==> src/rtl/heap_sort_engine_assert.svh <==
// ----------------------------------------------------------------------------
// Heap sort engine assertion macros
// Concurrent assertion wrappers, empty when SYNTHESIS is defined.
// ----------------------------------------------------------------------------
`ifndef HEAP_SORT_ENGINE_ASSERT_SVH
`define HEAP_SORT_ENGINE_ASSERT_SVH

`ifndef SYNTHESIS
`define HSE_ASSERT_ALW(lbl, clk, rst, cond, msg) \
  lbl: assert property (@(posedge clk) disable iff (!rst) (cond)) else $error(msg);
`define HSE_ASSERT_IMP(lbl, clk, rst, ante, cons, msg) \
  lbl: assert property (@(posedge clk) disable iff (!rst) (ante) |-> (cons)) else $error(msg);
`else
`define HSE_ASSERT_ALW(lbl, clk, rst, cond, msg)
`define HSE_ASSERT_IMP(lbl, clk, rst, ante, cons, msg)
`endif

`endif

==> src/rtl/hse_pkg.sv <==
// ----------------------------------------------------------------------------
// Heap sort engine package
// Payload structs, configuration struct and register map constants.
// ----------------------------------------------------------------------------
package hse_pkg;

  localparam int KEY_IO_W = 32;
  localparam int PADDR_W  = 3;
  localparam int PDATA_W  = 32;
  localparam int REG_IDX_W = PADDR_W - 2;

  localparam logic [REG_IDX_W-1:0] REG_SORT_DESC   = 1'b0;
  localparam logic [REG_IDX_W-1:0] REG_KEYS_SIGNED = 1'b1;

  typedef struct packed {
    logic [KEY_IO_W-1:0] key_in;
    logic                is_last;
  } in_item_t;

  typedef struct packed {
    logic [KEY_IO_W-1:0] key_out;
    logic                last_out;
    logic                overflow;
  } out_item_t;

  typedef struct packed {
    logic sort_descending;
    logic keys_signed;
  } cfg_t;

endpackage

==> src/rtl/hse_ram.sv <==
// ----------------------------------------------------------------------------
// Generic RAM
// One write port, one read port, registered read data.
// ----------------------------------------------------------------------------
module hse_ram #(
  parameter  int WIDTH = 32,
  parameter  int DEPTH = 64,
  localparam int AW    = $clog2(DEPTH)
) (
  input  logic             clk,
  input  logic             we,
  input  logic [AW-1:0]    waddr,
  input  logic [WIDTH-1:0] wdata,
  input  logic             re,
  input  logic [AW-1:0]    raddr,
  output logic [WIDTH-1:0] rdata
);

  logic [WIDTH-1:0] mem [DEPTH];

  always_ff @(posedge clk) begin
    if (we) begin
      mem[waddr] <= wdata;
    end
    if (re) begin
      rdata <= mem[raddr];
    end
  end

endmodule

==> src/rtl/hse_regs.sv <==
// ----------------------------------------------------------------------------
// Heap sort engine configuration registers
// APB-style register file holding sort direction and key signedness.
// ----------------------------------------------------------------------------
module hse_regs (
  input  logic                        clk,
  input  logic                        rst_n,
  input  logic                        psel,
  input  logic                        penable,
  input  logic                        pwrite,
  input  logic [hse_pkg::PADDR_W-1:0] paddr,
  input  logic [hse_pkg::PDATA_W-1:0] pwdata,
  output logic [hse_pkg::PDATA_W-1:0] prdata,
  output logic                        pready,
  output hse_pkg::cfg_t               cfg
);

  logic                          sort_desc_r;
  logic                          keys_signed_r;
  logic                          wr_en;
  logic [hse_pkg::REG_IDX_W-1:0] reg_idx;

  assign pready  = 1'b1;
  assign reg_idx = paddr[hse_pkg::PADDR_W-1:2];
  assign wr_en   = psel && penable && pwrite;

  always_ff @(posedge clk) begin
    if (!rst_n) begin
      sort_desc_r   <= 1'b0;
      keys_signed_r <= 1'b0;
    end else if (wr_en) begin
      if (reg_idx == hse_pkg::REG_SORT_DESC) begin
        sort_desc_r <= pwdata[0];
      end
      if (reg_idx == hse_pkg::REG_KEYS_SIGNED) begin
        keys_signed_r <= pwdata[0];
      end
    end
  end

  always_comb begin
    prdata = '0;
    unique case (reg_idx)
      hse_pkg::REG_SORT_DESC:   prdata[0] = sort_desc_r;
      hse_pkg::REG_KEYS_SIGNED: prdata[0] = keys_signed_r;
      default:                  prdata    = '0;
    endcase
  end

  assign cfg.sort_descending = sort_desc_r;
  assign cfg.keys_signed     = keys_signed_r;

endmodule

==> src/rtl/hse_sorter.sv <==
// ----------------------------------------------------------------------------
// Heap sort engine sequencer
// Loads keys into the key RAM, runs heap build and pops by sift-down,
// then reads the sorted store out one key per cycle.
// ----------------------------------------------------------------------------
`include "heap_sort_engine_assert.svh"

module hse_sorter #(
  parameter int MAX_ITEMS = 64,
  parameter int KEY_WIDTH = 32
) (
  input  logic               clk,
  input  logic               rst_n,
  input  logic               start,
  output logic               busy,
  input  hse_pkg::in_item_t  in_item,
  input  hse_pkg::cfg_t      cfg,
  output logic               out_valid,
  output hse_pkg::out_item_t out_item
);

  localparam int ADDR_W = $clog2(MAX_ITEMS);
  localparam int CNT_W  = $clog2(MAX_ITEMS + 1);
  localparam int CH_W   = ADDR_W + 2;

  typedef enum logic [9:0] {
    ST_LOAD     = 10'b0000000001,
    ST_BUILD_RD = 10'b0000000010,
    ST_HELD     = 10'b0000000100,
    ST_SWAP_RD0 = 10'b0000001000,
    ST_SWAP_RD1 = 10'b0000010000,
    ST_SWAP_WR  = 10'b0000100000,
    ST_SD_L     = 10'b0001000000,
    ST_SD_R     = 10'b0010000000,
    ST_SD_CMP   = 10'b0100000000,
    ST_EMIT     = 10'b1000000000
  } state_t;

  function automatic logic [KEY_WIDTH-1:0] ord_f(input logic [KEY_WIDTH-1:0] k,
                                                 input logic sgn, input logic desc);
    logic [KEY_WIDTH-1:0] v;
    v = k;
    if (sgn) begin
      v[KEY_WIDTH-1] = ~v[KEY_WIDTH-1];
    end
    if (desc) begin
      v = ~v;
    end
    return v;
  endfunction

  state_t               state_r, state_nxt;
  logic [CNT_W-1:0]     count_r, count_nxt;
  logic                 ovf_seen_r, ovf_seen_nxt;
  logic                 ovf_run_r, ovf_run_nxt;
  logic [CNT_W-1:0]     n_r, n_nxt;
  logic [CNT_W-1:0]     size_r, size_nxt;
  logic [ADDR_W-1:0]    idx_r, idx_nxt;
  logic [ADDR_W-1:0]    pos_r, pos_nxt;
  logic [KEY_WIDTH-1:0] held_r, held_nxt;
  logic [KEY_WIDTH-1:0] best_r, best_nxt;
  logic [ADDR_W-1:0]    best_idx_r, best_idx_nxt;
  logic                 has_right_r, has_right_nxt;
  logic                 build_r, build_nxt;
  logic                 desc_r, desc_nxt;
  logic                 sgn_r, sgn_nxt;
  logic                 out_valid_r, out_valid_nxt;
  logic                 out_last_r, out_last_nxt;

  logic                 ram_we;
  logic [ADDR_W-1:0]    ram_waddr;
  logic [KEY_WIDTH-1:0] ram_wdata;
  logic                 ram_re;
  logic [ADDR_W-1:0]    ram_raddr;
  logic [KEY_WIDTH-1:0] ram_rdata;

  logic [CH_W-1:0]      child_w;
  logic [CH_W-1:0]      size_ext;
  logic                 full_w;
  logic [CNT_W-1:0]     n_tmp;
  logic [KEY_WIDTH-1:0] cand_w;
  logic [ADDR_W-1:0]    cand_idx_w;
  logic                 sift_done;

  hse_ram #(
    .WIDTH(KEY_WIDTH),
    .DEPTH(MAX_ITEMS)
  ) u_key_ram (
    .clk  (clk),
    .we   (ram_we),
    .waddr(ram_waddr),
    .wdata(ram_wdata),
    .re   (ram_re),
    .raddr(ram_raddr),
    .rdata(ram_rdata)
  );

  assign child_w  = (CH_W'(pos_r) << 1) | CH_W'(1);
  assign size_ext = CH_W'(size_r);
  assign full_w   = (count_r == CNT_W'(MAX_ITEMS));
  assign busy     = (state_r != ST_LOAD);

  always_comb begin
    if (has_right_r && (ord_f(best_r, sgn_r, desc_r) < ord_f(ram_rdata, sgn_r, desc_r))) begin
      cand_w     = ram_rdata;
      cand_idx_w = best_idx_r + ADDR_W'(1);
    end else begin
      cand_w     = best_r;
      cand_idx_w = best_idx_r;
    end
  end

  always_comb begin
    state_nxt     = state_r;
    count_nxt     = count_r;
    ovf_seen_nxt  = ovf_seen_r;
    ovf_run_nxt   = ovf_run_r;
    n_nxt         = n_r;
    size_nxt      = size_r;
    idx_nxt       = idx_r;
    pos_nxt       = pos_r;
    held_nxt      = held_r;
    best_nxt      = best_r;
    best_idx_nxt  = best_idx_r;
    has_right_nxt = has_right_r;
    build_nxt     = build_r;
    desc_nxt      = desc_r;
    sgn_nxt       = sgn_r;
    out_valid_nxt = 1'b0;
    out_last_nxt  = 1'b0;
    ram_we        = 1'b0;
    ram_waddr     = pos_r;
    ram_wdata     = held_r;
    ram_re        = 1'b0;
    ram_raddr     = idx_r;
    sift_done     = 1'b0;
    n_tmp         = count_r;

    unique case (state_r)
      ST_LOAD: begin
        if (start) begin
          if (!full_w) begin
            ram_we    = 1'b1;
            ram_waddr = ADDR_W'(count_r);
            ram_wdata = KEY_WIDTH'(in_item.key_in);
            n_tmp     = count_r + CNT_W'(1);
          end
          if (in_item.is_last) begin
            n_nxt        = n_tmp;
            count_nxt    = '0;
            ovf_seen_nxt = 1'b0;
            ovf_run_nxt  = ovf_seen_r || full_w;
            desc_nxt     = cfg.sort_descending;
            sgn_nxt      = cfg.keys_signed;
            if (n_tmp >= CNT_W'(2)) begin
              idx_nxt   = ADDR_W'((n_tmp >> 1) - CNT_W'(1));
              size_nxt  = n_tmp;
              build_nxt = 1'b1;
              state_nxt = ST_BUILD_RD;
            end else begin
              idx_nxt   = '0;
              state_nxt = ST_EMIT;
            end
          end else begin
            count_nxt    = n_tmp;
            ovf_seen_nxt = ovf_seen_r || full_w;
          end
        end
      end
      ST_BUILD_RD: begin
        ram_re    = 1'b1;
        ram_raddr = idx_r;
        state_nxt = ST_HELD;
      end
      ST_HELD: begin
        held_nxt  = ram_rdata;
        pos_nxt   = idx_r;
        state_nxt = ST_SD_L;
      end
      ST_SWAP_RD0: begin
        ram_re    = 1'b1;
        ram_raddr = idx_r;
        state_nxt = ST_SWAP_RD1;
      end
      ST_SWAP_RD1: begin
        ram_re    = 1'b1;
        ram_raddr = '0;
        held_nxt  = ram_rdata;
        state_nxt = ST_SWAP_WR;
      end
      ST_SWAP_WR: begin
        ram_we    = 1'b1;
        ram_waddr = idx_r;
        ram_wdata = ram_rdata;
        pos_nxt   = '0;
        size_nxt  = CNT_W'(idx_r);
        state_nxt = ST_SD_L;
      end
      ST_SD_L: begin
        if (child_w < size_ext) begin
          ram_re    = 1'b1;
          ram_raddr = ADDR_W'(child_w);
          state_nxt = ST_SD_R;
        end else begin
          ram_we    = 1'b1;
          ram_waddr = pos_r;
          ram_wdata = held_r;
          sift_done = 1'b1;
        end
      end
      ST_SD_R: begin
        best_nxt     = ram_rdata;
        best_idx_nxt = ADDR_W'(child_w);
        if ((child_w + CH_W'(1)) < size_ext) begin
          ram_re        = 1'b1;
          ram_raddr     = ADDR_W'(child_w + CH_W'(1));
          has_right_nxt = 1'b1;
        end else begin
          has_right_nxt = 1'b0;
        end
        state_nxt = ST_SD_CMP;
      end
      ST_SD_CMP: begin
        ram_we = 1'b1;
        ram_waddr = pos_r;
        if (ord_f(held_r, sgn_r, desc_r) >= ord_f(cand_w, sgn_r, desc_r)) begin
          ram_wdata = held_r;
          sift_done = 1'b1;
        end else begin
          ram_wdata = cand_w;
          pos_nxt   = cand_idx_w;
          state_nxt = ST_SD_L;
        end
      end
      ST_EMIT: begin
        ram_re        = 1'b1;
        ram_raddr     = idx_r;
        out_valid_nxt = 1'b1;
        out_last_nxt  = ((CNT_W'(idx_r) + CNT_W'(1)) == n_r);
        if (out_last_nxt) begin
          state_nxt = ST_LOAD;
        end else begin
          idx_nxt = idx_r + ADDR_W'(1);
        end
      end
      default: begin
        state_nxt = ST_LOAD;
      end
    endcase

    if (sift_done) begin
      if (build_r) begin
        if (idx_r == '0) begin
          build_nxt = 1'b0;
          idx_nxt   = ADDR_W'(n_r - CNT_W'(1));
          state_nxt = ST_SWAP_RD0;
        end else begin
          idx_nxt   = idx_r - ADDR_W'(1);
          state_nxt = ST_BUILD_RD;
        end
      end else begin
        if (idx_r == ADDR_W'(1)) begin
          idx_nxt   = '0;
          state_nxt = ST_EMIT;
        end else begin
          idx_nxt   = idx_r - ADDR_W'(1);
          state_nxt = ST_SWAP_RD0;
        end
      end
    end
  end

  always_ff @(posedge clk) begin
    if (!rst_n) begin
      state_r     <= ST_LOAD;
      count_r     <= '0;
      ovf_seen_r  <= 1'b0;
      ovf_run_r   <= 1'b0;
      build_r     <= 1'b0;
      desc_r      <= 1'b0;
      sgn_r       <= 1'b0;
      out_valid_r <= 1'b0;
      out_last_r  <= 1'b0;
      has_right_r <= 1'b0;
    end else begin
      state_r     <= state_nxt;
      count_r     <= count_nxt;
      ovf_seen_r  <= ovf_seen_nxt;
      ovf_run_r   <= ovf_run_nxt;
      build_r     <= build_nxt;
      desc_r      <= desc_nxt;
      sgn_r       <= sgn_nxt;
      out_valid_r <= out_valid_nxt;
      out_last_r  <= out_last_nxt;
      has_right_r <= has_right_nxt;
    end
  end

  always_ff @(posedge clk) begin
    n_r        <= n_nxt;
    size_r     <= size_nxt;
    idx_r      <= idx_nxt;
    pos_r      <= pos_nxt;
    held_r     <= held_nxt;
    best_r     <= best_nxt;
    best_idx_r <= best_idx_nxt;
  end

  assign out_valid         = out_valid_r;
  assign out_item.key_out  = hse_pkg::KEY_IO_W'(ram_rdata);
  assign out_item.last_out = out_last_r;
  assign out_item.overflow = ovf_run_r;

  `HSE_ASSERT_IMP(a_no_rw_collide, clk, rst_n, ram_we && ram_re, ram_waddr != ram_raddr, "key RAM read and write hit the same entry")
  `HSE_ASSERT_IMP(a_child_in_heap, clk, rst_n, ram_re && (state_r == ST_SD_L), CH_W'(ram_raddr) < size_ext, "sift read outside heap")
  `HSE_ASSERT_ALW(a_count_bound, clk, rst_n, count_r <= CNT_W'(MAX_ITEMS), "item count beyond capacity")
  `HSE_ASSERT_IMP(a_idle_after_last, clk, rst_n, out_valid_r && out_last_r, !busy && (count_r == '0), "engine not idle after final transfer")

endmodule

==> src/rtl/heap_sort_engine.sv <==
// Load: one cycle per key, start is taken in any cycle while busy is low.
// Sort: each sift-down level reads the left child, then the right child, then compares; build
// and pop add setup steps, and the single read port of the key RAM bounds the sort rate.
// Emit: one key per cycle from the first result, out_valid strobes for one cycle each.
// The receiver cannot stall; the next set is accepted in the cycle of the last result.
// Sync reset (rst_n low) clears count, overflow flags and control registers; datapath and store stay.
// ----------------------------------------------------------------------------
// Heap sort engine
// Heapsort of up to MAX_ITEMS keys with an APB-style configuration port.
// ----------------------------------------------------------------------------
module heap_sort_engine #(
  parameter int MAX_ITEMS = 64,
  parameter int KEY_WIDTH = 32
) (
  input  logic                        clk,
  input  logic                        rst_n,
  input  logic                        start,
  output logic                        busy,
  input  hse_pkg::in_item_t           in_item,
  output logic                        out_valid,
  output hse_pkg::out_item_t          out_item,
  input  logic                        psel,
  input  logic                        penable,
  input  logic                        pwrite,
  input  logic [hse_pkg::PADDR_W-1:0] paddr,
  input  logic [hse_pkg::PDATA_W-1:0] pwdata,
  output logic [hse_pkg::PDATA_W-1:0] prdata,
  output logic                        pready
);

  hse_pkg::cfg_t cfg;

  hse_regs u_regs (
    .clk    (clk),
    .rst_n  (rst_n),
    .psel   (psel),
    .penable(penable),
    .pwrite (pwrite),
    .paddr  (paddr),
    .pwdata (pwdata),
    .prdata (prdata),
    .pready (pready),
    .cfg    (cfg)
  );

  hse_sorter #(
    .MAX_ITEMS(MAX_ITEMS),
    .KEY_WIDTH(KEY_WIDTH)
  ) u_sorter (
    .clk      (clk),
    .rst_n    (rst_n),
    .start    (start),
    .busy     (busy),
    .in_item  (in_item),
    .cfg      (cfg),
    .out_valid(out_valid),
    .out_item (out_item)
  );

endmodule

==> config.mk <==
export PLATFORM = sky130hd
export DESIGN_NAME = heap_sort_engine
export DESIGN_NICKNAME = d
export VERILOG_FILES = /design/src/rtl/hse_pkg.sv /design/src/rtl/hse_ram.sv /design/src/rtl/hse_regs.sv /design/src/rtl/hse_sorter.sv /design/src/rtl/heap_sort_engine.sv
export VERILOG_INCLUDE_DIRS = /design/src /design/src/rtl
export SDC_FILE = /design/constraint.sdc
export NUM_CORES = 2
export LEC_CHECK = 0
export ABC_CLOCK_PERIOD_IN_PS = 11200
export BUFFER_PORTS_ARGS = -buffer_cell sky130_fd_sc_hd__buf_2
export CORE_MARGIN = 1.5
export CORE_UTILIZATION = 30
export DETAILED_ROUTE_END_ITERATION = 8
export GPL_ROUTABILITY_DRIVEN = 0
export HOLD_SLACK_MARGIN = 0.03
export REMOVE_ABC_BUFFERS = 1
export SETUP_SLACK_MARGIN = 0.02
export SLEW_MARGIN = 25
export SYNTH_ARGS = -nofsm -noshare
export SYNTH_HDL_FRONTEND = slang
export SYNTH_HIERARCHICAL = 1
export SYNTH_SLANG_ARGS = --single-unit
==> constraint.sdc <==
create_clock -name clk -period 11.2 [get_ports clk]
set_clock_uncertainty 0.15 [all_clocks]
set_input_delay 0.56 -clock clk [delete_from_list [all_inputs] [get_ports clk]]
set_output_delay 0.56 -clock clk [all_outputs]
set_load 0.05 [all_outputs]
# [Word level (Yosys, flattened, before mapping)]
# Memory sizes are Yosys's and may differ from the RTL's. A register that Yosys moved wholly into a read port is not among the register bits.
# Index checks and enable logic that the tools add are counted.
[classes] add_sub_neg=8 order_cmp=5 eq_ne=24 n_mux=75 bitwise_logic=9 n_reduce_logical=21
[ops] cell="two-way mux 32 bit" n=10
[ops] cell="inverter 32 bit" n=4
[ops] cell="one-hot mux 32 bit (3 select lines)" n=1
[ops] cell="two-way mux 10 bit" n=9
[ops] cell="one-hot mux 10 bit (9 select lines)" n=1
[ops] cell="two-way mux 6 bit" n=14
[ops] cell="two-way mux 7 bit" n=7
[ops] cell="one-hot mux 6 bit (3 select lines)" n=2
[ops] cell=">= comparator 32 bit" n=1
[ops] cell="< comparator 32 bit" n=1
[ops] cell="one-hot mux 6 bit (2 select lines)" n=2
[ops] cell="two-way mux 1 bit" n=23
[ops] cell="subtractor 6 x 1 -> 6 bit, second input constant" n=3
[ops] cell="one-hot mux 7 bit (2 select lines)" n=1
[ops] cell="adder 6 x 1 -> 6 bit, second input constant" n=2
[ops] cell="!= test 3 x 2 -> 1 bit, second input constant" n=4
[ops] cell="== test 10 x 1 -> 1 bit, second input constant" n=1
[ops] cell="== test 10 bit, second input constant" n=1
[ops] cell="== test 10 x 2 -> 1 bit, second input constant" n=1
[ops] cell="== test 10 x 3 -> 1 bit, second input constant" n=1
[ops] cell="== test 10 x 4 -> 1 bit, second input constant" n=1
[ops] cell="== test 10 x 5 -> 1 bit, second input constant" n=1
[ops] cell="== test 10 x 6 -> 1 bit, second input constant" n=1
[ops] cell="== test 10 x 7 -> 1 bit, second input constant" n=1
[ops] cell="30 further kinds" n=49
[word_totals] register_bits=122 mem_bits_rw=2048 in_bits=74 mem_count=1
[mem_list] name="u_sorter.u_key_ram.mem" words=64 word_bits=32 read_ports=1 rd_clocked_by_memory_dff=1 wr=1 line_no="hse_ram.sv:19" source="logic [WIDTH-1:0] mem [DEPTH];"

# [Longest topological paths before layout]
[depth] ltp_word=18 ltp_mapped=25 depth_no_buf=19

# [By module]
# The synthesis kept the hierarchy.
[by_module_without_submodules] mod="hse_ram" n_inst=1 cells_each=3361 area_per_inst_um2=78691.7 seq_area_each_um2=62459.9
[by_module_without_submodules] mod="hse_sorter" n_inst=1 cells_each=922 area_per_inst_um2=9396.5 seq_area_each_um2=3353.2
[by_module_without_submodules] mod="hse_regs" n_inst=1 cells_each=46 area_per_inst_um2=360.3 seq_area_each_um2=40.0

# [Least setup slack after synthesis]
# No wires, ideal clock.
[synth_timing] path_kind="register -> register" from="register u_sorter.desc_r" to="memory u_sorter.u_key_ram.mem[0][12] (data pin)" arrival_ps=7573 slack_ps=2775 path_stages_with_launch=25 n_path_buf=6 period_less_slack_ps=8425 path_cell_list="dfxtp_1 buf_2 buf_1 buf_1 xnor2_1 ha_1 a21oi_2 o21ai_2 a2111oi_4 a21oi_2 o21ai_4 nand2_4 buf_6 buf_6 mux2i_1 xor2_1 ha_1 and4_1 a31oi_1 o311ai_2 o41ai_4 and2_1 nand2_1 clkbuf_1 o21ai_0"
[synth_via] elab_chain_len=13 word_cells_on_any_way=16 classes_between="order compare: 2; mux: 11; bitwise: 2; reduce/logical: 1"
[synth_rtl] item="from (decl)" line_no="hse_sorter.sv:65" source="logic desc_r, desc_nxt;"
[synth_rtl] item="from (signal assigned)" line_no="hse_sorter.sv:291" source="desc_r <= desc_nxt;"
[synth_rtl] item="two-way mux 32 bit" line_no="hse_sorter.sv:46" source="if (desc) begin"
[synth_rtl] item="< comparator 32 bit" line_no="hse_sorter.sv:104" source="if (has_right_r && (ord_f(best_r, sgn_r, desc_r) < ord_f(ram_rdata, sgn_r, desc_r))) begin"
[synth_rtl] item="logical AND 1 bit" line_no="hse_sorter.sv:104"
[synth_rtl] item="two-way mux 32 bit" line_no="hse_sorter.sv:104"
[synth_rtl] item="inverter 1 bit" line_no="hse_sorter.sv:44" source="v[KEY_WIDTH-1] = ~v[KEY_WIDTH-1];"
[synth_rtl] item="two-way mux 1 bit" line_no="hse_sorter.sv:43" source="if (sgn) begin"
[synth_rtl] item="two-way mux 1 bit" line_no="hse_sorter.sv:139" source="unique case (state_r)"
[synth_rtl] item="inverter 32 bit" line_no="hse_sorter.sv:47" source="v = ~v;"
[synth_rtl] item="two-way mux 32 bit" line_no="hse_sorter.sv:46"
[synth_rtl] item="two-way mux 32 bit" line_no="hse_sorter.sv:139"
[synth_rtl] item=">= comparator 32 bit" line_no="hse_sorter.sv:226" source="if (ord_f(held_r, sgn_r, desc_r) >= ord_f(cand_w, sgn_r, desc_r)) begin"
[synth_rtl] item="two-way mux 32 bit *" line_no="hse_sorter.sv:226"
[synth_rtl] item="one-hot mux 32 bit (3 select lines) *" line_no="hse_sorter.sv:139"
[synth_rtl] item="via u_sorter.ram_wdata[12]" line_no="hse_sorter.sv:72" source="logic [KEY_WIDTH-1:0] ram_wdata;"
[synth_rtl] item="to (decl)" line_no="hse_ram.sv:19"
# The timed path passes the listed nets; every way through them passes the cells marked *. The select of a mux whose other input is x is not followed.

# [Worst setup path in the final report]
[layout_timing] from="register u_sorter.desc_r" to="memory u_sorter.u_key_ram.mem[42][8] (data pin)"
# Same word-level chain as after synthesis.

==> metrics.yaml <==
layout:
  nNetsFinal: 4714
  drive_gt1_share_pct: 26.4
  instances_no_fill: 8655
  final_util_pct: 34.6
  fill_cells: 27200
  syn_to_final_growth_pct: 14.7
  final_area_mm2: 0.101
global_route:
  grt_max_degree: 122
  grt_use_met3_pct: 2.89
  top_usage_layer: "met2"
  met1_usage_pct: 21.4
  grt.total_usage_pct: 15.7
  grt.overflow.total: 0
  grt_pass1_wl_um: 337000
  antenna_found_initial: 12
  use_met2_pct: 25.0
  grt_pass1_vias: 45200
die:
  dieArea_mm2: 0.298
  pin_count: 143
  core_area_mm2: 0.294
  start_util_pct: 30.1
  die_h_um: 546
  die_w_um: 546
  rows: 199
timing:
  finalSetupViolCount: 0
  fmax_mhz: 120
  slew_viol_final: 0
  max_slew_margin_pct: 20.8
  hold_viol: 0
  rsz0062_at_grt: "false"
  min_period_ps: 8300
  tightestPinTransition_ps: 1190
  finalCritPeriodShare_pct: 74.1
  fin_ws_ps: 2900
status:
  outcome: "complete, no violations"
setup_path:
  critPathTopFamily: "compound AO/OA/AOI/OAI gates"
  end_kind: "register"
  cpPeakStageDelay_ps: 960
  critPathMaxFanout: 70
  worst-endpoint-required_ps: 11600
  worstPathArrival_ps: 8700
  critPathSlowestCell: "dfxtp_4"
  path_cells: "buf_12 -> xnor2_1 -> ha_1 -> a21o_1 -> a21o_1 -> a21oi_1 -> nand2_1 -> o21ai_4 -> nand2_4 -> mux2_4 -> xnor2_1 -> ha_1 -> nand4_1 -> nor3_1 -> a31oi_1 -> o311ai_2 -> o41ai_4 -> nand3_1 -> a31oi_1 -> o21ai_4 -> buf_4"
  crit_buf_inv: 2
  crit_path_start_kind: "register"
  critical_path_class: "reg -> reg"
cts:
  cts_sinks: 2202
  h-tree-depth: 4
  cts_tree: "done"
  clock-root-buffer: "clkbuf_16"
  cts.clk_slew.worst_paths_ps: 60
  cts_buffer_depth: 3
  cts.repair.resized: 0
  clkLatencyLatePin_ps: 870
  cts_setup_buffers: 0
  cts_buffers: 215
  hold_buffers: 7
power_and_ir_drop:
  p_per_area_mw_per_mm2: 179
  combPwrFrac_pct: 9.4
  pwr-share-seq_pct: 51.3
  finalPower_mw: 18.2
  clock_power_share_pct: 39.3
  p_leak_nw: 31.9
  internal_power_mw: 13.9
  switching_share_pct: 23.6
  peakVddDrop_mv: 0.175
  power_switching_mw: 4.29
route:
  drtIter0Drc: 5057
  viasPerCell: 5.22
  wirelength_um: 238000
  detail-route-antenna-nets: 0
  vias: 45200
  dr.pass1.iters: 5
  route.detailed.drc: 0
  post_drt_wl_per_cell_um: 27.5
yosys:
  netlist_area_mm2: 0.0884
  yosysWarnings: 6
  async_reset_ff_share_pct: 0
  synth_area_leader_cell: "edfxtp_1"
  syn_area_per_cell_um2: 20.4
  synth_top_flop_cell: "edfxtp_1"
  synth.area.top_cells: "edfxtp_1 74%, mux4_2 13%, ha_1 1.2%"
  synth_edf_count: 2175
  ys_ff_latch: 2202
  netlist_top_cells_count: "2175 x edfxtp_1, 502 x mux4_2, 154 x nor2_1"
  synth.yosys.seq_area_share_pct: 74.5
  netlist-cell-type-count: 83
  synthCells: 4329
  synth_top_area_share_pct: 73.8
  synth.most_common_cell: "edfxtp_1"
placed_design:
  placed_cells: 8243
  dpl.hpwl_um: 134000
  port_buffers: 77
  place_area_mm2: 0.0944
  place_ws_ps: 3050
run:
  drv_cap: 0
min_path:
  hp-class: "in -> reg"
layout make-up:
class | instances | area (um2) | share of cell area (%)
diodes | 6 | 15.0 | 0.0148
clock buffers | 255 | 5550 | 5.47
clock inverters | 137 | 1370 | 1.35
inverters | 38 | 144 | 0.142
multi-input cells | 1845 | 21700 | 21.4
flip-flops and latches | 2202 | 65900 | 64.9
well taps | 3919 | 4900 | 4.83
repair buffers | 253 | 1880 | 1.86
power groups by stage:
stage	logic [mW]	registers, mW	clock network (mW)
4_1_cts	1.70	9.33	7.26
2_1_floorplan	1.80	9.52	0
3_3_place_gp	1.66	9.50	0
3_5_place_dp	1.70	9.50	0
5_1_grt	1.80	9.33	7.56
6_report	1.71	9.33	7.15
path summary, 6_finish.rpt:
check / startpoint / end / slack [ps] / cells after the start
worst max-delay path: u_sorter/desc_r$_SDFFE_PN0P_ / u_sorter/u_key_ram/mem[42][8]$_DFFE_PP_ / 2900 / 21
worst min register to register: u_regs/sort_desc_r$_SDFFE_PN0P_ / u_sorter/desc_r$_SDFFE_PN0P_ / 320 / 2
worst max register to register: u_sorter/desc_r$_SDFFE_PN0P_ / u_sorter/u_key_ram/mem[42][8]$_DFFE_PP_ / 2900 / 21
worst min-delay path: start / u_sorter/ovf_run_r$_SDFFE_PN0P_ / 180 / 4
registers in the layout, summed over array words and instances (netlist names), 5 cells and up:
signal	flops
u_sorter/best_idx_r	5
u_sorter/best_r	32
u_sorter/count_r	7
u_sorter/held_r	32
u_sorter/idx_r	6
u_sorter/n_r	7
u_sorter/pos_r	6
u_sorter/size_r	7
u_sorter/state_r	10
u_sorter/u_key_ram/mem	2048
u_sorter/u_key_ram/rdata	32
layout by cell type (no fill, tap or decap), drive strengths merged, types with 7 or more instances in the layout:
| cell type | n |
|---|---|
| o22ai | 79 |
| clkinvlp | 9 |
| xnor2 | 75 |
| a22oi | 41 |
| o221ai | 23 |
| mux4 | 502 |
| dlygate4sd3 | 7 |
| inv | 49 |
| bufinv | 22 |
| a221o | 21 |
| conb | 32 |
| nand2b | 12 |
| clkinv | 95 |
| a21o | 12 |
| clkbuf | 257 |
| nand2 | 90 |
| nor3 | 34 |
| mux2i | 56 |
| nand3b | 9 |
| mux2 | 42 |
| a21oi | 100 |
| a31oi | 16 |
| nor2b | 21 |
| ha | 85 |
| a221oi | 65 |
| and3 | 11 |
| o21ai | 46 |
| xor2 | 88 |
| dfxtp | 27 |
| nand3 | 41 |
| buf | 244 |
| a211oi | 22 |
| nor2 | 158 |
| a22o | 73 |
| edfxtp | 2175 |
| nand4 | 13 |
per-layer routing:
layer | up-vias | share of wire (%)
met3 | 355 | 8.4
met5 | - | 0.010
met2 | 1905 | 47
li1 | 18500 | -
met1 | 24400 | 41
met4 | 4 | 3.5
metrics by stage:
| step | hold WS [ps] | TNS (ps) |
|---|---|---|
| 5_1_grt | 175 | 0 |
| 4_1_cts | 108 | 0 |
| 3_5_place_dp | 314 | 0 |
| 6_report | 182 | 0 |
| 3_3_place_gp | 309 | 0 |
| 2_1_floorplan | 292 | -1739000 |
worst min-delay path, cell delays in order:
cell     delay (ps)
buf_2           130
nand3_1         260
nor3_1           90
nor3_1          110
cells by family (layout without fill, tap and decap cells):
| family | count (synthesis) | after routing | synth area share, % |
|---|---|---|---|
| compound gates | 529 | 529 | 4.39 |
| mux | 600 | 600 | 14.0 |
| fa+ha+maj | 85 | 85 | 1.20 |
| buf+inv | 312 | 683 | 1.90 |
| simple gates | 436 | 436 | 2.43 |
| xor+xnor | 163 | 163 | 1.61 |
| other cells | 2 | 38 | 0.00849 |
| flops | 2202 | 2202 | 74.5 |
No activity file was read; power rests on OpenSTA's default activity.
